**config.mk**
```make
export PLATFORM = sky130hd
export DESIGN_NAME = aer_handshake_event_batcher
export DESIGN_NICKNAME = d
export VERILOG_FILES = /design/src/sv/aerb_pkg.sv /design/src/sv/aerb_ctrl.sv /design/src/sv/aerb_dp.sv /design/src/sv/aer_handshake_event_batcher.sv
export SDC_FILE = /design/constraint.sdc
export NUM_CORES = 2
export LEC_CHECK = 0
export BUFFER_PORTS_ARGS = -buffer_cell sky130_fd_sc_hd__clkbuf_2
export CORE_ASPECT_RATIO = 1.2
export CORE_MARGIN = 2
export CORE_UTILIZATION = 67
export DETAILED_ROUTE_END_ITERATION = 12
export HOLD_SLACK_MARGIN = 0.12
export PLACE_DENSITY = 0.84
export SETUP_SLACK_MARGIN = 0.5
export SYNTH_ARGS = -nofsm -noshare
export SYNTH_HDL_FRONTEND = slang
export SYNTH_SLANG_ARGS = --single-unit
```
**constraint.sdc**
```tcl
create_clock -name clock -period 6 [get_ports clock]
set_input_delay 0 -clock clock [delete_from_list [all_inputs] [get_ports clock]]
set_output_delay 0 -clock clock [all_outputs]
set_load 0.01 [all_outputs]
```
**src/sv/aerb_pkg.sv**
```systemverilog
// ----------------------------------------------------------------------------
// aerb_pkg
// types, constants and codes shared by the event batcher modules
// ----------------------------------------------------------------------------
package aerb_pkg;

   localparam int BUFFER_EVENTS = 64;
   localparam int CNT_W = $clog2(BUFFER_EVENTS + 1);
   localparam int IDX_W = (BUFFER_EVENTS > 1) ? $clog2(BUFFER_EVENTS) : 1;

   localparam logic [2:0] CMD_TICK       = 3'd0;
   localparam logic [2:0] CMD_HOST_OPEN  = 3'd1;
   localparam logic [2:0] CMD_HOST_CLOSE = 3'd2;
   localparam logic [2:0] CMD_XFER_DONE  = 3'd3;
   localparam logic [2:0] CMD_BUS_RESET  = 3'd4;
   localparam logic [2:0] CMD_SUSPEND    = 3'd5;
   localparam logic [2:0] CMD_PURGE      = 3'd6;

   localparam logic [15:0] TIMEOUT_RESET = 16'hFFFF;
   localparam logic [15:0] IDLE_MAX      = 16'hFFFF;

   typedef struct packed {
      logic [2:0]  command;
      logic        req_n;
      logic [15:0] address;
      logic [15:0] timestamp;
   } req_payload_type;

   typedef struct packed {
      logic        ack_n;
      logic        is_active;
      logic        ack_pulse;
      logic        dropped;
      logic        event_valid;
      logic [15:0] event_address;
      logic [15:0] event_time;
      logic        last;
   } rsp_payload_type;

   typedef enum logic [1:0] {
      ST_IDLE,
      ST_READ,
      ST_EMIT
   } state_type;

   typedef struct packed {
      logic step_en;
      logic emit_status;
      logic emit_event;
      logic clr_idx;
      logic inc_idx;
   } ctl_cmd_type;

   typedef struct packed {
      logic slot_free;
      logic flush_req;
      logic idx_last;
   } dp_status_type;

endpackage

```
**src/sv/aerb_ctrl.sv**
```systemverilog
// ----------------------------------------------------------------------------
// aerb_ctrl
// sequencer: takes transactions and walks the buffer out on a flush
// ----------------------------------------------------------------------------
module aerb_ctrl import aerb_pkg::*; (
   input  logic          clock,
   input  logic          reset,
   input  logic          req_valid,
   output logic          req_stall,
   input  dp_status_type status,
   output ctl_cmd_type   cmd
);

   state_type state_ff;
   state_type state_in;

   always_ff @(posedge clock) begin
      if (reset) begin
         state_ff <= ST_IDLE;
      end else begin
         state_ff <= state_in;
      end
   end

   always_comb begin
      state_in  = state_ff;
      cmd       = '0;
      req_stall = 1'b1;
      case (state_ff)
         ST_IDLE: begin
            req_stall = !status.slot_free;
            if (req_valid && status.slot_free) begin
               cmd.step_en = 1'b1;
               if (status.flush_req) begin
                  cmd.clr_idx = 1'b1;
                  state_in    = ST_READ;
               end else begin
                  cmd.emit_status = 1'b1;
               end
            end
         end
         ST_READ: begin
            state_in = ST_EMIT;
         end
         ST_EMIT: begin
            if (status.slot_free) begin
               cmd.emit_event = 1'b1;
               if (status.idx_last) begin
                  state_in = ST_IDLE;
               end else begin
                  cmd.inc_idx = 1'b1;
                  state_in    = ST_READ;
               end
            end
         end
         default: begin
            state_in = ST_IDLE;
         end
      endcase
   end

endmodule

```
**src/sv/aerb_dp.sv**
```systemverilog
// ----------------------------------------------------------------------------
// aerb_dp
// handshake state, timeout counter, event buffer and result register
// ----------------------------------------------------------------------------
module aerb_dp import aerb_pkg::*; (
   input  logic            clock,
   input  logic            reset,
   input  logic            csr_we,
   input  logic [15:0]     csr_wdata,
   input  req_payload_type req_data,
   output logic            rsp_valid,
   input  logic            rsp_stall,
   output rsp_payload_type rsp_data,
   input  ctl_cmd_type     cmd,
   output dp_status_type   status
);

   logic [15:0]       timeout_ff;
   logic              phase_ff, phase_in;
   logic              active_ff, active_in;
   logic              ack_ff, ack_in;
   logic [CNT_W-1:0]  count_ff, count_in;
   logic [15:0]       idle_ff, idle_in;
   logic              pulse_ff, pulse_in;
   logic              dropped_ff, dropped_in;
   logic [CNT_W-1:0]  flush_n_ff;
   logic [IDX_W-1:0]  idx_ff;
   logic [31:0]       mem_rd_ff;
   logic              rsp_valid_ff;
   rsp_payload_type   rsp_ff;

   logic [31:0]       mem [BUFFER_EVENTS];

   logic              store;
   logic              flush;
   logic [15:0]       idle_inc;
   logic              tmo;

   assign idle_inc = (idle_ff == IDLE_MAX) ? idle_ff : idle_ff + 16'd1;
   assign tmo      = idle_inc >= timeout_ff;

   always_comb begin
      phase_in   = phase_ff;
      active_in  = active_ff;
      ack_in     = ack_ff;
      count_in   = count_ff;
      idle_in    = idle_ff;
      pulse_in   = 1'b0;
      dropped_in = 1'b0;
      store      = 1'b0;
      flush      = 1'b0;
      case (req_data.command)
         CMD_TICK: begin
            idle_in = idle_inc;
            if (!phase_ff) begin
               if (!req_data.req_n) begin
                  ack_in   = 1'b0;
                  phase_in = 1'b1;
                  if (active_ff) begin
                     if (count_ff < CNT_W'(BUFFER_EVENTS)) begin
                        store    = 1'b1;
                        count_in = count_ff + 1'b1;
                     end else begin
                        dropped_in = 1'b1;
                     end
                  end
               end else if (tmo) begin
                  if (active_ff) begin
                     if (count_ff != '0) begin
                        flush   = 1'b1;
                        idle_in = '0;
                     end
                  end else begin
                     pulse_in = 1'b1;
                     idle_in  = '0;
                  end
               end
            end else begin
               if (req_data.req_n) begin
                  ack_in   = 1'b1;
                  phase_in = 1'b0;
                  if (active_ff && count_ff >= CNT_W'(BUFFER_EVENTS)) begin
                     flush   = 1'b1;
                     idle_in = '0;
                  end
               end else if (tmo) begin
                  idle_in  = '0;
                  ack_in   = 1'b1;
                  phase_in = 1'b0;
                  if (active_ff) begin
                     if (count_ff != '0) begin
                        count_in = count_ff - 1'b1;
                     end
                     dropped_in = 1'b1;
                  end
               end
            end
         end
         CMD_HOST_OPEN: begin
            count_in  = '0;
            ack_in    = 1'b1;
            phase_in  = 1'b0;
            active_in = 1'b1;
         end
         CMD_HOST_CLOSE: begin
            active_in = 1'b0;
         end
         CMD_XFER_DONE: begin
            idle_in   = '0;
            active_in = 1'b1;
         end
         CMD_BUS_RESET: begin
            count_in = '0;
            ack_in   = 1'b1;
            phase_in = 1'b0;
         end
         CMD_SUSPEND: begin
            count_in = '0;
         end
         CMD_PURGE: begin
            active_in = 1'b1;
         end
         default: begin
         end
      endcase
      if (flush) begin
         count_in = '0;
      end
   end

   always_ff @(posedge clock) begin
      if (reset) begin
         timeout_ff <= TIMEOUT_RESET;
         phase_ff   <= 1'b0;
         active_ff  <= 1'b0;
         ack_ff     <= 1'b1;
         count_ff   <= '0;
         idle_ff    <= '0;
      end else begin
         if (csr_we) begin
            timeout_ff <= csr_wdata;
         end
         if (cmd.step_en) begin
            phase_ff  <= phase_in;
            active_ff <= active_in;
            ack_ff    <= ack_in;
            count_ff  <= count_in;
            idle_ff   <= idle_in;
         end
      end
   end

   always_ff @(posedge clock) begin
      if (cmd.step_en) begin
         pulse_ff   <= pulse_in;
         dropped_ff <= dropped_in;
         flush_n_ff <= count_ff;
      end
   end

   // event buffer
   always_ff @(posedge clock) begin
      if (cmd.step_en && store) begin
         mem[count_ff[IDX_W-1:0]] <= {req_data.address, req_data.timestamp};
      end
      mem_rd_ff <= mem[idx_ff];
   end

   always_ff @(posedge clock) begin
      if (reset) begin
         idx_ff <= '0;
      end else if (cmd.clr_idx) begin
         idx_ff <= '0;
      end else if (cmd.inc_idx) begin
         idx_ff <= idx_ff + 1'b1;
      end
   end

   // result register
   always_ff @(posedge clock) begin
      if (reset) begin
         rsp_valid_ff <= 1'b0;
      end else if (cmd.emit_status || cmd.emit_event) begin
         rsp_valid_ff <= 1'b1;
      end else if (!rsp_stall) begin
         rsp_valid_ff <= 1'b0;
      end
   end

   always_ff @(posedge clock) begin
      if (cmd.emit_status) begin
         rsp_ff.ack_n         <= ack_in;
         rsp_ff.is_active     <= active_in;
         rsp_ff.ack_pulse     <= pulse_in;
         rsp_ff.dropped       <= dropped_in;
         rsp_ff.event_valid   <= 1'b0;
         rsp_ff.event_address <= '0;
         rsp_ff.event_time    <= '0;
         rsp_ff.last          <= 1'b1;
      end else if (cmd.emit_event) begin
         rsp_ff.ack_n         <= ack_ff;
         rsp_ff.is_active     <= active_ff;
         rsp_ff.ack_pulse     <= pulse_ff;
         rsp_ff.dropped       <= dropped_ff;
         rsp_ff.event_valid   <= 1'b1;
         rsp_ff.event_address <= mem_rd_ff[31:16];
         rsp_ff.event_time    <= mem_rd_ff[15:0];
         rsp_ff.last          <= status.idx_last;
      end
   end

   assign rsp_valid        = rsp_valid_ff;
   assign rsp_data         = rsp_ff;
   assign status.slot_free = !rsp_valid_ff || !rsp_stall;
   assign status.flush_req = flush;
   assign status.idx_last  = ({1'b0, idx_ff} + 1'b1) == (IDX_W + 1)'(flush_n_ff);

   a_count_bound: assert property (@(posedge clock) disable iff (reset)
      count_ff <= CNT_W'(BUFFER_EVENTS))
      else $error("event count above buffer size");

   a_flush_clears: assert property (@(posedge clock) disable iff (reset)
      cmd.step_en && flush |=> count_ff == '0 && flush_n_ff != '0)
      else $error("flush did not clear the buffer");

   a_emit_in_range: assert property (@(posedge clock) disable iff (reset)
      cmd.emit_event |-> (CNT_W)'(idx_ff) < flush_n_ff)
      else $error("flush index past flushed count");

   a_no_step_while_busy: assert property (@(posedge clock) disable iff (reset)
      cmd.step_en |-> status.slot_free && !cmd.emit_event)
      else $error("transaction taken while result slot busy");

endmodule

```
**src/sv/aer_handshake_event_batcher.sv**
```systemverilog
// ----------------------------------------------------------------------------
// aer_handshake_event_batcher
// four-phase address-event receiver that batches events and flushes them
// a transaction that starts no flush has its result registered in the cycle after it is accepted
// takes one transaction per cycle while no flush is under way and the result slot is free
// a flush does one buffer read and one emit per event, each emit waiting for a free result slot
// reset (synchronous, active high): inactive, ack high, buffer empty
// ----------------------------------------------------------------------------
module aer_handshake_event_batcher import aerb_pkg::*; (
   input  logic            clock,
   input  logic            reset,
   input  logic            csr_we,
   input  logic [15:0]     csr_wdata,
   input  logic            req_valid,
   output logic            req_stall,
   input  req_payload_type req_data,
   output logic            rsp_valid,
   input  logic            rsp_stall,
   output rsp_payload_type rsp_data
);

   ctl_cmd_type   cmd;
   dp_status_type status;

   aerb_ctrl u_ctrl (
      .clock     (clock),
      .reset     (reset),
      .req_valid (req_valid),
      .req_stall (req_stall),
      .status    (status),
      .cmd       (cmd)
   );

   aerb_dp u_dp (
      .clock     (clock),
      .reset     (reset),
      .csr_we    (csr_we),
      .csr_wdata (csr_wdata),
      .req_data  (req_data),
      .rsp_valid (rsp_valid),
      .rsp_stall (rsp_stall),
      .rsp_data  (rsp_data),
      .cmd       (cmd),
      .status    (status)
   );

endmodule
```
# Yosys cells after proc, flatten, opt, wreduce, memory -nomap -nowiden

Memories as Yosys holds them, arrays and structs flattened. A register that Yosys moved wholly into a read port is not among the register bits.
Index checks and enable logic that the tools add are counted.

Bits in registers: 98
Bits in writable memories: 2048
Input port bits: 57
Output and inout port bits: 40
Logic and storage cells: 151
Memories kept: 1

Add/subtract/negate cells: 5
Magnitude comparators: 3
Equal/unequal tests: 19
Muxes and demuxes: 80
Reduce and logical (&&, ||, !) cells: 23

Memories:

| memory   | words | width | rd ports | clocked after Yosys merged registers in | write ports | RTL line      | source |
|---|---|---|---|---|---|---|---|
| u_dp.mem | 64    | 32    | 1        | 1                                       | 1           | aerb_dp.sv:32 | `logic [31:0] mem [BUFFER_EVENTS];` |

Operators with widths:

| kind                                                | number |
|---|---|
| 2-to-1 mux 16 bit                                   | 9 |
| 2-to-1 mux 38 bit                                   | 2 |
| 2-to-1 mux 7 bit                                    | 9 |
| 2-to-1 mux 1 bit                                    | 49 |
| case mux 16 bit (2 select lines)                    | 1 |
| adder 16 x 1 -> 16 bit, second input constant       | 1 |
| equality test 16 bit, second input constant         | 1 |
| >= comparator 16 bit                                | 1 |
| case mux 7 bit (2 select lines)                     | 1 |
| 2-to-1 mux 2 bit                                    | 5 |
| equality test 3 bit, second input constant          | 3 |
| != test 2 x 1 -> 1 bit, second input constant       | 4 |
| != test 4 bit, second input constant                | 2 |
| adder 6 x 1 -> 7 bit, second input constant         | 1 |
| adder 7 x 1 -> 7 bit, second input constant         | 1 |
| equality test 7 bit                                 | 1 |
| >= comparator 7 bit, second input constant          | 1 |
| < comparator 7 bit, second input constant           | 1 |
| AND reduction 7 bit                                 | 1 |
| nonzero test 7 bit                                  | 1 |
| subtractor 7 x 1 -> 7 bit, second input constant    | 1 |
| adder 6 x 1 -> 6 bit, second input constant         | 1 |
| equality test 3 x 2 -> 1 bit, second input constant | 2 |
| case mux 1 bit (2 select lines)                     | 3 |
| other kinds (18)                                    | 28 |

# Longest topological paths before layout

Depth in word-level cells: 13
Depth in mapped cells: 16
Depth with buffers taken out: 13

# Hierarchy

Synthesis repeated with hierarchy kept, for this count alone.

Cell total of the unflattened synthesis: 3526
Area total of the unflattened synthesis: 83252.3 um2

Modules (own cells, without submodules):

| module    | instances | cells each | area each (um2) |
|---|---|---|---|
| aerb_dp   | 1         | 3510       | 83118.5 |
| aerb_ctrl | 1         | 16         | 133.9 |

# Least setup slack after synthesis

OpenSTA, ideal clock, no wires.

Kind: register -> register
From: reg u_dp.idle_ff[2]
To: reg u_dp.rsp_ff, in the netlist u_dp.rsp_data[36], data pin
Setup time: 0.257 ns
Arrival time: 3.524 ns
Path slack: 2.219 ns
Cell stages (with the launch flop): 16
Buffers on the path: 2
Cell sequence: dfxtp_1 > and4_1 > and4_1 > clkbuf_1 > nand2_1 > nor2_1 > mux2_2 > ha_1 > nand2_1 > nor4_1 > o311ai_1 > and2_1 > o32a_1 > and2_1 > buf_2 > a32o_1

Word-level cells in the longest chain between the ends: 11

RTL lines:

| item                                                           | RTL line        | source |
|---|---|---|
| from (decl)                                                    | aerb_dp.sv:23   | `logic [15:0] idle_ff, idle_in;` |
| from (signal assigned)                                         | aerb_dp.sv:148  | `idle_ff <= idle_in;` |
| adder 16 x 1 -> 16 bit or equality test 16 bit (tied branches) | aerb_dp.sv:39   | `assign idle_inc = (idle_ff == IDLE_MAX) ? idle_ff : idle_ff + 16'd1;` |
| 2-to-1 mux 16 bit *                                            | aerb_dp.sv:39   |  |
| >= comparator 16 bit *                                         | aerb_dp.sv:40   | `assign tmo = idle_inc >= timeout_ff;` |
| 2-to-1 mux 1 bit *                                             | aerb_dp.sv:67   | `end else if (tmo) begin` |
| 2-to-1 mux 1 bit *                                             | aerb_dp.sv:56   | `if (!req_data.req_n) begin` |
| 2-to-1 mux 1 bit *                                             | aerb_dp.sv:55   | `if (!phase_ff) begin` |
| 2-to-1 mux 1 bit *                                             | aerb_dp.sv:52   | `case (req_data.command)` |
| 2-to-1 mux 1 bit *                                             | aerb_ctrl.sv:34 | `if (status.flush_req) begin` |
| 2-to-1 mux 2 bit *                                             | aerb_ctrl.sv:32 | `if (req_valid && status.slot_free) begin` |
| 2-to-1 mux 2 bit *                                             | aerb_ctrl.sv:29 | `case (state_ff)` |
| 2-to-1 mux 38 bit *                                            | aerb_dp.sv:191  | `if (cmd.emit_status) begin` |
| to (decl)                                                      | aerb_dp.sv:30   | `rsp_payload_type rsp_ff;` |

Mark *: on every way between the ends. The rest lies on a longest branch, timed or not.
A chain may end at the register's enable or synchronous reset.

# Worst setup path after layout

From: reg u_dp.idle_ff[4]
To: reg u_dp.rsp_valid_ff, in the netlist u_dp.rsp_valid

Word-level cells in the longest chain between the ends: 12

RTL lines:

| item                                                                 | RTL line        | source |
|---|---|---|
| adder 16 x 1 -> 16 bit or equality test 16 bit (tied branches)       | aerb_dp.sv:39   |  |
| 2-to-1 mux 16 bit *                                                  | aerb_dp.sv:39   |  |
| >= comparator 16 bit *                                               | aerb_dp.sv:40   |  |
| 2-to-1 mux 1 bit *                                                   | aerb_dp.sv:67   |  |
| 2-to-1 mux 1 bit *                                                   | aerb_dp.sv:56   |  |
| 2-to-1 mux 1 bit *                                                   | aerb_dp.sv:55   |  |
| 2-to-1 mux 1 bit *                                                   | aerb_dp.sv:52   |  |
| 2-to-1 mux 1 bit *                                                   | aerb_ctrl.sv:34 |  |
| 2-to-1 mux 2 bit *                                                   | aerb_ctrl.sv:32 |  |
| 2-to-1 mux 2 bit *                                                   | aerb_ctrl.sv:29 |  |
| logical OR 1 bit *                                                   | aerb_dp.sv:183  | `end else if (cmd.emit_status \|\| cmd.emit_event) begin` |
| != test 2 x 1 -> 1 bit (no line) or 2-to-1 mux 1 bit (tied branches) | -               |  |
| to (signal assigned)                                                 | aerb_dp.sv:182  | `rsp_valid_ff <= 1'b0;` |
| to (signal assigned)                                                 | aerb_dp.sv:184  | `rsp_valid_ff <= 1'b1;` |
| to (signal assigned)                                                 | aerb_dp.sv:186  | `rsp_valid_ff <= 1'b0;` |
| to (decl)                                                            | aerb_dp.sv:29   | `logic rsp_valid_ff;` |

Marks and branches as above.

==> impl_metrics.env <==
export IMPL_syn_nets=3686
export IMPL_power_density_nw_per_um2=314
export IMPL_synth_edf_count=2061
export IMPL_crit_type="reg2reg"
export IMPL_grt_pass1_vias=44100
export IMPL_root_buffer="clkbuf_16"
export IMPL_maxCapViolCount=0
export IMPL_vdd_drop_max_mv=0.266
export IMPL_core_rowCount=141
export IMPL_slowest_stage="dlygate4sd3_1"
export IMPL_setup_worst_path_end_class="flop"
export IMPL_yosysSeqAreaShare_pct=77.2
export IMPL_netlist_area_leader_share_pct=74.4
export IMPL_clkPwrFrac_pct=41.9
export IMPL_clkLatencyLatePin_ns=0.86
export IMPL_hold_path_class="in2reg"
export IMPL_crit_buf_inv=2
export IMPL_vias_per_cell=7.69
export IMPL_syn_to_final_growth_pct=12.3
export IMPL_synthArstFlopShare_pct=0
export IMPL_cts_resized=0
export IMPL_hpwl_um=123000
export IMPL_synth_top_area_cell="edfxtp_1"
export IMPL_die_w_um=326
export IMPL_synth_cell_types=62
export IMPL_drt_iter0_drc=7884
export IMPL_cp_required_ns=6.72
export IMPL_vias=44000
export IMPL_clk_path_buf_depth=3
export IMPL_p_seq_share_pct=56.8
export IMPL_slowest_delay_ns=0.63
export IMPL_initial_core_util_pct=67.5
export IMPL_tns_ns=0
export IMPL_grt_ovfl_total=0
export IMPL_finalHoldViolCount=0
export IMPL_firstDrtPassIters=7
export IMPL_arrival_ns=6.01
export IMPL_syn_inst=3605
export IMPL_grt_max_degree=106
export IMPL_drive_above_1_share_pct=30.3
export IMPL_ys_warn_count=0
export IMPL_path_delay_family="simple AND/OR/NAND/NOR gates"
export IMPL_synth_avg_cell_area_um2=23.1
export IMPL_path_cells="and4_1 -> and4_1 -> a21boi_1 -> nand3_1 -> xnor2_1 -> ha_1 -> nand2_1 -> nor4_1 -> a221oi_1 -> and2_1 -> o32a_1 -> dlygate4sd3_1 -> nand2_1 -> a31oi_1 -> dlygate4sd3_1"
export IMPL_switching_share_pct=20.3
export IMPL_htreeDepth=4
export IMPL_antenna_found_initial=11
export IMPL_yosysMostFrequentCell="edfxtp_1"
export IMPL_leakagePower_nw=28.3
export IMPL_fin_skew_ns=0.0333
export IMPL_placed_area_um2=86400
export IMPL_clock_sinks=2178
export IMPL_clkTransAtPathRegs_ns=0.07
export IMPL_cts_setup_buffers=0
export IMPL_cts_tree="built"
export IMPL_setup_viol=0
export IMPL_synth_commonest_cells="edfxtp_1, mux4_2, nand2_1, dfxtp_1, nor2_1"
export IMPL_cts_buffers=190
export IMPL_core_um2=123000
export IMPL_synth_area_um2=83200
export IMPL_status="finished clean"
export IMPL_fin_nets=3989
export IMPL_drc=0
export IMPL_yosys_top_cells_area="edfxtp_1, mux4_2, dfxtp_1"
export IMPL_grtUsageTotal_pct=39.2
export IMPL_grt_first_pass_wirelength_um=341000
export IMPL_fmax_mhz=189
export IMPL_wl_um=243000
export IMPL_ys_ff_latch=2178
export IMPL_antenna_left=0
export IMPL_design_area_um2=93400
export IMPL_slew_violations=0
export IMPL_io_buffers=96
export IMPL_finalCritPeriodShare_pct=88.1
export IMPL_die_y_um=390
export IMPL_power_switching_mw=5.96
export IMPL_routabilityCongestion=0.832
export IMPL_combPwrFrac_pct=1.4
export IMPL_cp_start_kind="flop"
export IMPL_rsz0062_at_grt="false"
export IMPL_fin_crit_ns=5.29
export IMPL_wl_per_cell_um=42.5
export IMPL_synth_flop_cell="edfxtp_1"
export IMPL_ioPinCount=97
export IMPL_slew_headroom_pct=4.48
export IMPL_worst_pin_slew_ns=1.43
export IMPL_die_area_um2=127000
export IMPL_p_int_mw=23.4
export IMPL_crit_fanout=7
## layout by cell type (no fill, tap or decap), types with 4 or more instances in the layout
cell,instances
a21oi_1,59
a22o_1,6
a22oi_1,9
a31oi_1,12
and4_1,4
buf_12,16
buf_4,100
bufinv_16,13
clkbuf_1,53
clkbuf_16,194
clkbuf_2,93
clkbuf_8,10
clkinv_1,34
clkinv_2,32
clkinvlp_4,4
dfxtp_1,111
dfxtp_4,6
dlygate4sd3_1,87
edfxtp_1,2061
ha_1,23
inv_1,24
inv_6,5
mux2_2,14
mux2i_1,13
mux4_2,660
nand2_1,139
nand3_1,19
nand4_1,7
nor2_1,45
nor2_4,64
nor2b_1,6
nor3_1,13
o211ai_1,16
o21ai_0,19
or3_1,7
xnor2_1,19
xor2_1,9
## timing repair
item                                    4_1_cts  5_1_grt
endpoints found under the hold margin       327      247
hold buffers                                 83        4
endpoints found under the setup margin        0        0
## cell type report
cell class,instances,area (µm²)
Clock inverter,94,862
Multi-Input combinational cell,1214,18500
Clock buffer,257,5190
Fill cell,5780,29700
Timing Repair Buffer,299,2420
Sequential cell,2178,64300
Inverter,25,93.8
Tap cell,1644,2060
Antenna cell,3,7.51
## state kept, by name, summed over array words and instances (netlist names), 2 cells and up
| name | count |
|---|---|
| u_ctrl.state_ff | 2 |
| u_dp.count_ff | 7 |
| u_dp.mem | 2048 |
| u_dp.mem_rd_ff | 32 |
| u_dp.idle_ff | 16 |
| u_dp.idx_ff | 6 |
| u_dp.timeout_ff | 16 |
| u_dp.rsp_data | 38 |
| u_dp.flush_n_ff | 7 |
## layer usage
layer  vias to the layer above  wire, µm  track usage [%]
met5                         -        57                0
met4                        10     16800             21.9
met3                       977     31500             11.1
met2                      4594    119000             62.4
met1                     22500     75500             49.5
li1                      15900         -                -
## path summary, 6_finish.rpt
path	start	to	slack, ns	depth (start not counted)
setup / recovery	u_dp.idle_ff[4]	u_dp.rsp_valid	0.71	15
hold / removal	req_data[2]	u_dp.mem[45][2]	0.15	2
setup reg to reg	u_dp.idle_ff[4]	u_dp.rsp_valid	0.71	15
hold reg to reg	u_dp.mem_rd_ff[8]	u_dp.rsp_data[9]	0.44	2
## logic make-up after synthesis
family          count (synthesis)  share of synthesized area (%)
flops                        2178                           77.2
mux                           687                           18.2
simple gates                  327                           1.70
buf+inv                       213                           1.05
compound gates                148                           1.13
xor+xnor                       28                          0.295
fa+ha+maj                      24                          0.370
## power groups by stage
stage | clock network [mW] | registers, mW | logic, mW
after floorplan | 0 | 17.0 | 0.0734
after global placement | 0 | 17.0 | 0.298
after detailed placement | 0 | 17.0 | 0.325
after CTS | 12.3 | 16.6 | 0.378
after global routing | 12.8 | 16.6 | 0.429
final | 12.3 | 16.6 | 0.404
## per-stage QoR
stage | setup WS (ns) | instances | utilization [%] | total power [mW] | hold slack [ns]
global placement | 1.35 | 5269 | 70.2 | 17.3 | 0.220
floorplan | 2.22 | 3605 | - | 17.0 | 0.0989
global route | 0.552 | 5711 | 75.9 | 29.9 | 0.140
CTS | 0.860 | 5703 | 75.8 | 29.3 | 0.127
detailed placement | 1.30 | 5269 | 70.2 | 17.3 | 0.224
finish | 0.712 | 5714 | 75.9 | 29.3 | 0.147
(Power assumes the default switching activity.)
